### src/hdl/adu_pkg.sv
// ----------------------------------------------------------------------------
// adu_pkg
// Shared constants, register codes and types of the Adam update block.
// ----------------------------------------------------------------------------
`default_nettype none

package adu_pkg;

  // moment store geometry (a power of two of at most 4096 entries)
  localparam int NUM_ELEMENTS = 4096;
  localparam int ADDR_W       = $clog2(NUM_ELEMENTS);

  // field widths
  localparam int IDX_W   = 12;
  localparam int GRAD_W  = 32;
  localparam int UPD_W   = 32;
  localparam int LR_W    = 24;
  localparam int BETA_W  = 16;
  localparam int EPS_W   = 32;
  localparam int POW_W   = 33;
  localparam int MOM1_W  = 32;
  localparam int MOM2_W  = 48;

  // configuration port
  localparam int CFG_IDX_W  = 8;
  localparam int CFG_DATA_W = 32;
  localparam logic [CFG_IDX_W-1:0] CFG_LEARNING_RATE  = 8'd0;
  localparam logic [CFG_IDX_W-1:0] CFG_FIRST_DECAY    = 8'd1;
  localparam logic [CFG_IDX_W-1:0] CFG_SECOND_DECAY   = 8'd2;
  localparam logic [CFG_IDX_W-1:0] CFG_STABILITY_TERM = 8'd3;

  // register reset values
  localparam logic [LR_W-1:0]   LR_RESET    = 24'd16777;
  localparam logic [BETA_W-1:0] BETA1_RESET = 16'd58982;
  localparam logic [BETA_W-1:0] BETA2_RESET = 16'd65470;
  localparam logic [EPS_W-1:0]  EPS_RESET   = 32'd43;
  localparam logic [POW_W-1:0]  ONE_Q32     = 33'h1_0000_0000;

  // iterative unit geometry
  localparam int REM_W   = 43;
  localparam int LOW_W   = 64;
  localparam int DEN_W   = 41;
  localparam int QUO_W   = 49;
  localparam int STEP_W  = 7;
  localparam logic [STEP_W-1:0] STEPS_SCALE = 7'd49;
  localparam logic [STEP_W-1:0] STEPS_ROOT  = 7'd32;
  localparam logic [STEP_W-1:0] STEPS_QUOT  = 7'd32;

  // request to the shared divide / root unit
  typedef struct packed {
    logic              start;
    logic              root;
    logic [STEP_W-1:0] steps;
  } iter_req_t;

endpackage

`default_nettype wire

### src/hdl/adu_iter.sv
// ----------------------------------------------------------------------------
// adu_iter
// Shared restoring divide / square root unit, one quotient or root bit a cycle.
// ----------------------------------------------------------------------------
`default_nettype none

module adu_iter (
  input  wire logic                      clk,
  input  wire logic                      rst,
  input  wire adu_pkg::iter_req_t        req,
  input  wire logic [adu_pkg::REM_W-1:0] rem_init,
  input  wire logic [adu_pkg::LOW_W-1:0] low_init,
  input  wire logic [adu_pkg::DEN_W-1:0] den_init,
  output logic                           busy,
  output logic [adu_pkg::QUO_W-1:0]      quo
);

  logic [adu_pkg::REM_W-1:0]  rem;
  logic [adu_pkg::LOW_W-1:0]  low;
  logic [adu_pkg::DEN_W-1:0]  den;
  logic [adu_pkg::STEP_W-1:0] cnt;
  logic                       root;
  logic [adu_pkg::REM_W+1:0]  trial;
  logic [adu_pkg::REM_W+1:0]  opnd;
  logic                       ge;
  logic [adu_pkg::REM_W+1:0]  diff;

  // shared compare and subtract: root takes two bits, divide one
  always_comb begin
    if (root) begin
      trial = {rem, low[adu_pkg::LOW_W-1 -: 2]};
      opnd  = {quo[adu_pkg::REM_W-1:0], 2'b01};
    end else begin
      trial = {1'b0, rem, low[adu_pkg::LOW_W-1]};
      opnd  = {4'b0, den};
    end
    ge   = trial >= opnd;
    diff = trial - opnd;
  end

  always_ff @(posedge clk) begin
    if (rst) begin
      busy <= 1'b0;
      cnt  <= '0;
    end else if (req.start) begin
      busy <= 1'b1;
      cnt  <= req.steps;
      root <= req.root;
      rem  <= rem_init;
      low  <= low_init;
      den  <= den_init;
      quo  <= '0;
    end else if (busy) begin
      rem <= ge ? diff[adu_pkg::REM_W-1:0] : trial[adu_pkg::REM_W-1:0];
      quo <= {quo[adu_pkg::QUO_W-2:0], ge};
      low <= root ? {low[adu_pkg::LOW_W-3:0], 2'b00} : {low[adu_pkg::LOW_W-2:0], 1'b0};
      cnt <= cnt - 1'b1;
      if (cnt == adu_pkg::STEP_W'(1)) begin
        busy <= 1'b0;
      end
    end
  end

endmodule

`default_nettype wire

### config.mk
export PLATFORM = sky130hd
export DESIGN_NAME = adu_iter
export DESIGN_NICKNAME = d
export VERILOG_FILES = /design/src/hdl/adu_pkg.sv /design/src/hdl/adu_iter.sv
export SDC_FILE = /design/constraint.sdc
export NUM_CORES = 1
export LEC_CHECK = 0
export CORE_MARGIN = 10
export CORE_UTILIZATION = 30
export CTS_BUF_LIST = sky130_fd_sc_hd__clkbuf_2
export DETAILED_ROUTE_END_ITERATION = 7
export DONT_BUFFER_PORTS = 1
export PLACE_DENSITY = 0.55
export SETUP_SLACK_MARGIN = 0.2
export SYNTH_ARGS = -nofsm -noshare
export SYNTH_HDL_FRONTEND = slang
export SYNTH_SLANG_ARGS = --single-unit
### constraint.sdc
create_clock -name clk -period 11.4 [get_ports clk]
set_input_delay 0.57 -clock clk [delete_from_list [all_inputs] [get_ports clk]]
set_output_delay 0.57 -clock clk [all_outputs]
set_load 0.005 [all_outputs]
## After elaboration in Yosys (flattened, before gate mapping)

Cells that the tools add are included.

- Flip-flop bits (word level): 206
- Input port bits: 159
- Word-level logic and storage cells: 29

- $add $sub $neg: 2
- Order comparisons: 1
- Eq/ne operators: 1
- Muxes and demuxes: 14
- Bitwise operators: 1
- Reduce and logical (&&, ||, !) cells: 3

Operator list:

| kind | number |
|---|---|
| 2-to-1 mux 64 bit | 3 |
| 2-to-1 mux 43 bit | 3 |
| 2-to-1 mux 45 bit | 2 |
| 2-to-1 mux 49 bit | 1 |
| greater-or-equal comparator 45 bit | 1 |
| subtractor 43 bit | 1 |
| 2-to-1 mux 7 bit | 2 |
| equality test 7 x 1 -> 1 bit, second input constant | 1 |
| subtractor 7 x 1 -> 7 bit, second input constant | 1 |
| AND reduction 2 bit | 2 |
| 2-to-1 mux 1 bit | 3 |
| nonzero test 2 bit | 1 |
| NOT 1 bit | 1 |

## Longest topological paths before layout

Gate-level depths: netlist (run 1).

- Depth after elaboration: 5
- Gate-level depth with buffers: 17

## Least setup slack after synthesis (run 1)

OpenSTA, ideal clock, no wires.

- Path type: input to register
- Start: input req[8] (netlist bit)
- End: register low[0] (netlist bit) (enable)
- Library setup time: 0.675 ns
- Arrival: 7.837 ns
- Path slack: 2.889 ns
- Stages on the path: 5
- Cell sequence: clkbuf_1 clkbuf_1 clkbuf_1 nor2_1 nor2_1

- Word-level cells in the longest chain between the ends: 2

Ends and longest elaborated chain:

| what | RTL line | text |
|---|---|---|
| start, declared | adu_iter.sv:10 | `input wire adu_pkg::iter_req_t req,` |
| nonzero test 2 bit (no line) | n/a |  |
| AND reduction 2 bit (no line) | n/a |  |
| end signal, assigned | adu_iter.sv:50 | `low <= low_init;` |
| end signal, assigned | adu_iter.sv:56 | `low <= root ? {low[adu_pkg::LOW_W-3:0], 2'b00} : {low[adu_pkg::LOW_W-2:0], 1'b0};` |
| end, declared | adu_iter.sv:19 | `logic [adu_pkg::LOW_W-1:0] low;` |

No other way between the ends.
A chain may end at the register's enable or synchronous reset.

## Worst setup path after layout (run 1)

- Start: register root
- End: register rem[34] (netlist bit) (data pin)

- Word-level cells in the longest chain between the ends: 5
- Elaborated cells between the ends (all ways): 7

Ends and longest elaborated chain:

| what | RTL line | text |
|---|---|---|
| start, declared | adu_iter.sv:22 | `logic root;` |
| start signal, assigned | adu_iter.sv:48 | `root <= req.root;` |
| 2-to-1 mux 45 bit | adu_iter.sv:30 | `if (root) begin` |
| subtractor 43 bit or greater-or-equal comparator 45 bit (tied branches) | adu_iter.sv:38, adu_iter.sv:37 |  |
| 2-to-1 mux 43 bit * | adu_iter.sv:54 | `rem <= ge ? diff[adu_pkg::REM_W-1:0] : trial[adu_pkg::REM_W-1:0];` |
| 2-to-1 mux 43 bit * | adu_iter.sv:53 | `end else if (busy) begin` |
| 2-to-1 mux 43 bit * | adu_iter.sv:45 | `end else if (req.start) begin` |
| end signal, assigned | adu_iter.sv:49 | `rem <= rem_init;` |
| end signal, assigned | adu_iter.sv:54 |  |
| end, declared | adu_iter.sv:18 | `logic [adu_pkg::REM_W-1:0] rem;` |

Mark *: on every way between the ends. The rest lies on a longest branch, timed or not. The select of a mux whose other input is x is not followed.

==> metrics.txt, run 1 <==
status=complete, no violations; postcts setup bufs=0; CP max FO=117; clock latency at the later pin of the worst-skew pair=1.00 ns; number of global-route vias before repair=10100; worst-path cell chain=buf_12 > mux2_2 > ha_1 > a21oi_1 > o21bai_1 > a211oi_1 > o41ai_2 > a21oi_1 > o211a_2 > buf_4 > or2_0 > buf_4 > nor3_2 > a311o_1; most common cell in the netlist=edfxtp_1; CP required=12.10 ns; Slowest-stage cell, CP=o211a_2; input/output buffers=0; Worst R2R Start=root; Post-synth top cells=edfxtp_1 (198), nand2_1 (122), mux2i_1 (106); CP Launch Type=register; htree depth=2; Slew Limit Fails=0; Overall Power=0.00222 W; post-synthesis sequential area ratio=49.0%; remaining global-route overflow=0; Fin. Hold Viols=0; initial antenna violation count=5; vias per cell=5.01; Synth Warn #=0; CTS-repair resized insts=0; top cell type's share of synthesized area=47.7%; largest net degree at the start of global routing=194; Final HPWL DP=24.9 mm; Area contributors post-synth=edfxtp_1 (48%), mux2i_1 (8.5%), ha_1 (4.7%), mux2_2 (4.0%), o21ai_0 (3.9%); fmax=192 MHz; DR vias=9625; Leak=5.79 nW; die footprint=0.0501 sq mm; end point of the critical path=rem[34]; Clock Tree Root=clkbuf_2; maxcap violations=0; nets@finish=1541; cell count after synthesis=1158; wire per inst=19.4 microns; RSZ-0062 raised after global routing=false; reg2reg end=rem[34]; 1st-iter DRT viols=618; CTS sink count=206; Site Rows=74; syn_nets=1365; r2r setup slk=6.19 ns; drt pass-1 iters=5; Fin Setup TNS=0 ns; Slew HR=33.7%; path category of the worst min-delay check=input port to register; CTS max path bufs=3; Unique masters post-synth=72; Crit. Startpoint=root; Final Setup Violations=0; IO Count=209; Yosys top cell by area=edfxtp_1; CTS tree=built; Area Overhead vs Synth=22.7%; CP top delay family=compound AO/OA/AOI/OAI gates; Critical Path Max Stage Delay=0.76 ns; ys async rst share=0%; Die H=224 microns; GRT Util Overall=14.4%; crit path kind=register to register; synthesized area=0.0125 sq mm; final clock skew=0.0586 ns; core outline area=0.0409 sq mm; Reg2Reg Depth=14; synthesized area per cell=10.8 sq um; CP Buf/Inv Count=3; layout cells sized above 1=13.0%; Stages on worst setup path=14; Period minus WS final=5.21 ns; placer congestion estimate=0.832; cts hold-fix bufs=176; CTS clk-pin slew, worst paths=0.11 ns; maximum VDD drop=82.0 uV; Yosys reg bits=206; number of flops mapped to enable cells by yosys=198; fin crit share=45.7%; first-pass GRT wire length=57.9 mm; Worst Max-Slew Pin Slew=0.995 ns; antenna viol nets, final=0; ys flop type=edfxtp_1; crit path capture type=register; Die Span X=224 microns; power per cell area=145 mW/mm^2; Residual DRC=0; CP arrival=5.91 ns; Post-Route WL=37.2 mm; TritonCTS Buffers=60; Initial Util=30.4%
layout make-up:
type,count,area [sq um]
Clock inverter,26,160
Tap cell,532,666
Sequential cell,206,6110
Antenna cell,5,12.5
Multi-Input combinational cell,866,5990
Fill cell,4084,25600
Timing Repair Buffer,185,1860
Clock buffer,86,430
Inverter,15,56.3
routing by layer:
metal / GRT usage (%) / routed length, microns
met5: 0 / 17
met2: 21.6 / 16400
met3: 4.05 / 2190
met4: 5.08 / 843
met1: 19.6 / 17800
through the flow:
| stage | area [sq um] | std cells | hold slack, ns | utilization [%] | setup slack, ns |
|---|---|---|---|---|---|
| 6_report | 15300 | 1921 | 0.170 | 37.3 | 6.19 |
| 5_1_grt | 15300 | 1919 | 0.0470 | 37.3 | 5.81 |
| 4_1_cts | 15300 | 1916 | 0.00476 | 37.3 | 6.13 |
| 3_5_place_dp | 12900 | 1628 | 0.585 | 31.5 | 6.22 |
| 3_3_place_gp | 12900 | 1628 | 0.578 | 31.5 | 6.31 |
| 2_1_floorplan | 12500 | 1158 | 0.537 | - | 2.89 |
kinds of logic (layout without fill, tap and decap cells):
| group | Yosys count | after routing | synth area share [%] |
|---|---|---|---|
| adder cells (fa/ha/maj) | 48 | 48 | 4.88 |
| flip-flops | 206 | 206 | 49.0 |
| other | 0 | 5 | 0 |
| AND/OR/NAND/NOR | 333 | 333 | 13.2 |
| multiplexers | 150 | 150 | 12.5 |
| XOR/XNOR | 39 | 39 | 2.74 |
| AO/OA/AOI/OAI | 296 | 296 | 14.7 |
| buffers and inverters | 86 | 312 | 2.97 |
worst reg2reg max path, stage by stage (launching register included):
cell and delay [ns]:
edfxtp_1 0.40, buf_12 0.56, mux2_2 0.55, ha_1 0.41
a21oi_1 0.22, o21bai_1 0.11, a211oi_1 0.40, o41ai_2 0.14
a21oi_1 0.13, o211a_2 0.76, buf_4 0.42, or2_0 0.23
buf_4 0.23, nor3_2 0.07, a311o_1 0.31
worst min-delay path by stage:
stage	from	end	slack (ns)	cells past startpoint
final	rst	den[3]	0.17	2
after global routing	den_init[17]	den[17]	0.05	1
after CTS	den_init[18]	den[18]	0.005	1
after detailed placement	low[0]	low[1]	0.58	1
after global placement	cnt[6]	busy	0.58	3
after floorplan	low[0]	low[1]	0.54	1
where the power goes:
| group | internal (W) | total (W) | switching [W] |
|---|---|---|---|
| Sequential | 0.000909 | 0.000946 | 0.0000371 |
| Clock | 0.000253 | 0.000612 | 0.000360 |
| Combinational | 0.000285 | 0.000659 | 0.000374 |
flip-flops by register name, summed over array words and instances, names as in the netlist:
register / count
low: 64
quo: 49
rem: 43
den: 41
cnt: 7
busy: 1
root: 1
placed cells by master, fill, tap and decap left out, types with 8 or more instances in the layout:
cell type / n
nand3_1: 11
a21o_1: 20
mux2i_1: 106
dfxtp_1: 8
o21a_1: 17
and2_1: 13
or3_1: 9
clkbuf_2: 86
dlygate4sd3_1: 175
xor2_1: 16
nor3_1: 14
nor2b_1: 55
a21oi_1: 83
ha_1: 47
inv_1: 13
xnor2_1: 23
buf_4: 8
o211ai_1: 16
nor2_1: 66
nand4_1: 11
clkinv_2: 8
a31oi_1: 12
edfxtp_1: 198
clkinv_1: 14
nand2_1: 122
mux2_2: 44
o21ai_0: 97
No activity file was read; power rests on OpenSTA's default activity.
==> run 2: changes to the inputs <==
PLACE_DENSITY = 0.56   (was 0.55)
clock period = 4.3 ns   (was 11.4 ns; I/O delays follow)
==> run 2 against run 1 <==
The flow now stops in 4_1_cts; area after synthesis stayed put; synthesized cell count unchanged.
==> metrics.txt, run 2 <==
status=aborted with a tool error; Halt Stage=4_1_cts; first error=[ERROR RSZ-0060] Max buffer count reached.; TritonCTS Buffers=61; IO Count=209; htree depth=2; synthesized area per cell=10.8 sq um; post-synthesis sequential area ratio=49.0%; Yosys top cell by area=edfxtp_1; Synth Warn #=0; Area contributors post-synth=edfxtp_1 (48%), mux2i_1 (8.5%), ha_1 (4.7%), mux2_2 (4.0%), o21ai_0 (3.9%); Post-synth top cells=edfxtp_1 (198), nand2_1 (122), mux2i_1 (106); most common cell in the netlist=edfxtp_1; number of flops mapped to enable cells by yosys=198; Place WS=0.320 ns; cell count after synthesis=1158; CTS sink count=206; Final HPWL DP=25.4 mm; CTS max path bufs=3; ys async rst share=0%; ys flop type=edfxtp_1; Die H=224 microns; placer congestion estimate=0.864; DP Cell Count=1633; input/output buffers=0; postcts setup bufs=0; CTS-repair resized insts=0; synthesized area=0.0125 sq mm; Unique masters post-synth=72; Initial Util=30.4%; Site Rows=74; Yosys reg bits=206; Clock Tree Root=clkbuf_2; syn_nets=1365; top cell type's share of synthesized area=47.7%; Die Span X=224 microns; cts hold-fix bufs=350
run 2: cell counts after synthesis:
Identical to the previous run, type by type.
run 2: logic make-up after synthesis:
family	Yosys count	share of synthesized area (%)
AOI/OAI and AO/OA	296	14.7
xor gates and xnor gates	39	2.74
adders and majority gates	48	4.88
buffers and inverters	86	2.97
DFF	206	49.0
muxes	150	12.5
and+or+nand+nor	333	13.2
run 2: metrics by stage:
step           hold WS (ns)  area, sq um
3_5_place_dp          0.289        13000
3_3_place_gp          0.287        13000
2_1_floorplan         0.314        12500
==> run 3: changes to the inputs <==
CORE_UTILIZATION = 20   (was 30)
CTS_BUF_LIST = not set   (was sky130_fd_sc_hd__clkbuf_2)
PLACE_DENSITY = not set   (was 0.56)
PLACE_DENSITY_LB_ADDON = 0.15   (was not set)
SETUP_SLACK_MARGIN = not set   (was 0.2)
clock period = 5.6 ns   (was 4.3 ns; I/O delays follow)
==> run 3 against run 2 <==
The run now ends clean.
==> metrics.txt, run 3 (synthesis gave the netlist of run 1 again) <==
fmax=238 MHz; crit path capture type=register; commonest non-fill, non-tap cells in the layout=edfxtp_1 (198), dlygate4sd3_1 (180), nand2_1 (122); CTS clk-pin slew, worst paths=0.06 ns; input/output buffers=0; WHS=0.0335 ns; met2 WL=19.9 mm; Residual DRC=0; htree depth=1; wire per inst=19.3 microns; Die H=270 microns; Die Span X=270 microns; Initial Util=20.2%; Clock Tree Root=clkbuf_16; DP Cell Count=1937; maximum VDD drop=212 uV; Final Setup Violations=0; DR WL met3=2.12 mm; CTS-repair resized insts=0; vias per cell=4.32; top sig layer=met5; Leak=5.80 nW; Fin. Hold Viols=0; antenna viol nets, final=0; path category of the worst min-delay check=input port to register; Worst Max-Slew Pin Slew=0.780 ns; die footprint=0.0726 sq mm; largest net degree at the start of global routing=159; IO Count=209; HP Start=rem_init[0]; max reg flops=64; Slew HR=48.0%; 1st-iter DRT viols=511; GRT Util Overall=11.2%; CP Launch Type=register; number of global-route vias before repair=10100; Most flops, register=low; status=complete, no violations; power per cell area=317 mW/mm^2; Final HPWL DP=28.9 mm; Period minus WS final=4.20 ns; Post-Route WL=42.0 mm; CTS tree=built; placer congestion estimate=0.748; fin crit share=75.0%; crit path kind=register to register; core outline area=0.0617 sq mm; nets@finish=1519; biggest regs=low: 64 flops, quo: 49 flops, rem: 43 flops; Reg2Reg Depth=12; layout cells sized above 1=9.37%; Worst R2R Start=root; Hold Path End=rem[0]; CTS max path bufs=3; reg2reg end=rem[34]; RSZ-0062 raised after global routing=false; Site Rows=91; first-pass GRT wire length=64.4 mm; Hold Path Stages=2; drt pass-1 iters=4; maxcap violations=0; CTS sink count=206; non-filler cells, final=2174; initial antenna violation count=11; Fin Setup TNS=0 ns; wl on met1=19.3 mm; clock latency at the later pin of the worst-skew pair=0.58 ns; Slew Limit Fails=0; CP arrival=4.53 ns; final clock skew=0.0297 ns; DR vias=9382; final design utilization=26.0%; r2r setup slk=1.40 ns; CP required=5.93 ns; Area Overhead vs Synth=28.9%; CP max FO=61; remaining global-route overflow=0; TritonCTS Buffers=29; most common cell after layout, fill and taps aside=edfxtp_1
## run 3: timing repair
action	CTS	global route
hold buffers	181	0
endpoints found under the hold margin	196	0
setup buffers	0	0
## run 3: area by class of cell
| type | instances | area [sq um] |
|---|---|---|
| Timing Repair Buffer | 194 | 1950 |
| Tap cell | 837 | 1050 |
| Clock inverter | 15 | 130 |
| Sequential cell | 206 | 6110 |
| Inverter | 15 | 56.3 |
| Antenna cell | 3 | 7.51 |
| Multi-Input combinational cell | 866 | 5990 |
| Fill cell | 6595 | 45700 |
| Clock buffer | 38 | 759 |
## run 3: worst max-delay path by stage
stage,from,to,slack (ns),depth (start not counted)
after floorplan,req[8],low[0],0.03,5
after global placement,root,rem[15],1.46,13
after detailed placement,root,rem[34],1.34,12
after CTS,root,rem[34],1.32,12
after global routing,root,rem[6],0.98,13
final,root,rem[34],1.40,12
## run 3: per-layer routing
layer | vias up | track usage, %
met5 | - | 0
met4 | 8 | 2.31
met3 | 48 | 2.57
met2 | 184 | 18.7
met1 | 4515 | 14.5
li1 | 4627 | -
## run 3: worst max-delay path, stage by stage, from the launching register on
cell and delay [ns]:
edfxtp_1 0.49, buf_12 0.37, mux2_2 0.40, ha_1 0.30
nor2b_1 0.15, o31a_1 0.29, o211ai_1 0.33, o211ai_1 0.17
a21oi_1 0.18, o211a_2 0.37, or2_0 0.44, nor3_2 0.10
a311o_1 0.33
## run 3: power by group
group | total [W] | internal (W) | switching [W]
Sequential | 0.00193 | 0.00185 | 0.0000742
Clock | 0.00177 | 0.00104 | 0.000733
Combinational | 0.00138 | 0.000588 | 0.000794
Total | 0.00508 | 0.00348 | 0.00160
## run 3: metrics by stage
stage / total power (W) / instance area (sq um) / setup slack, ns
after floorplan: 0.00292 / 12500 / 0.0308
after global placement: 0.00323 / 13300 / 1.46
after detailed placement: 0.00322 / 13300 / 1.34
after CTS: 0.00519 / 16000 / 1.32
after global routing: 0.00540 / 16000 / 0.978
final: 0.00508 / 16100 / 1.40
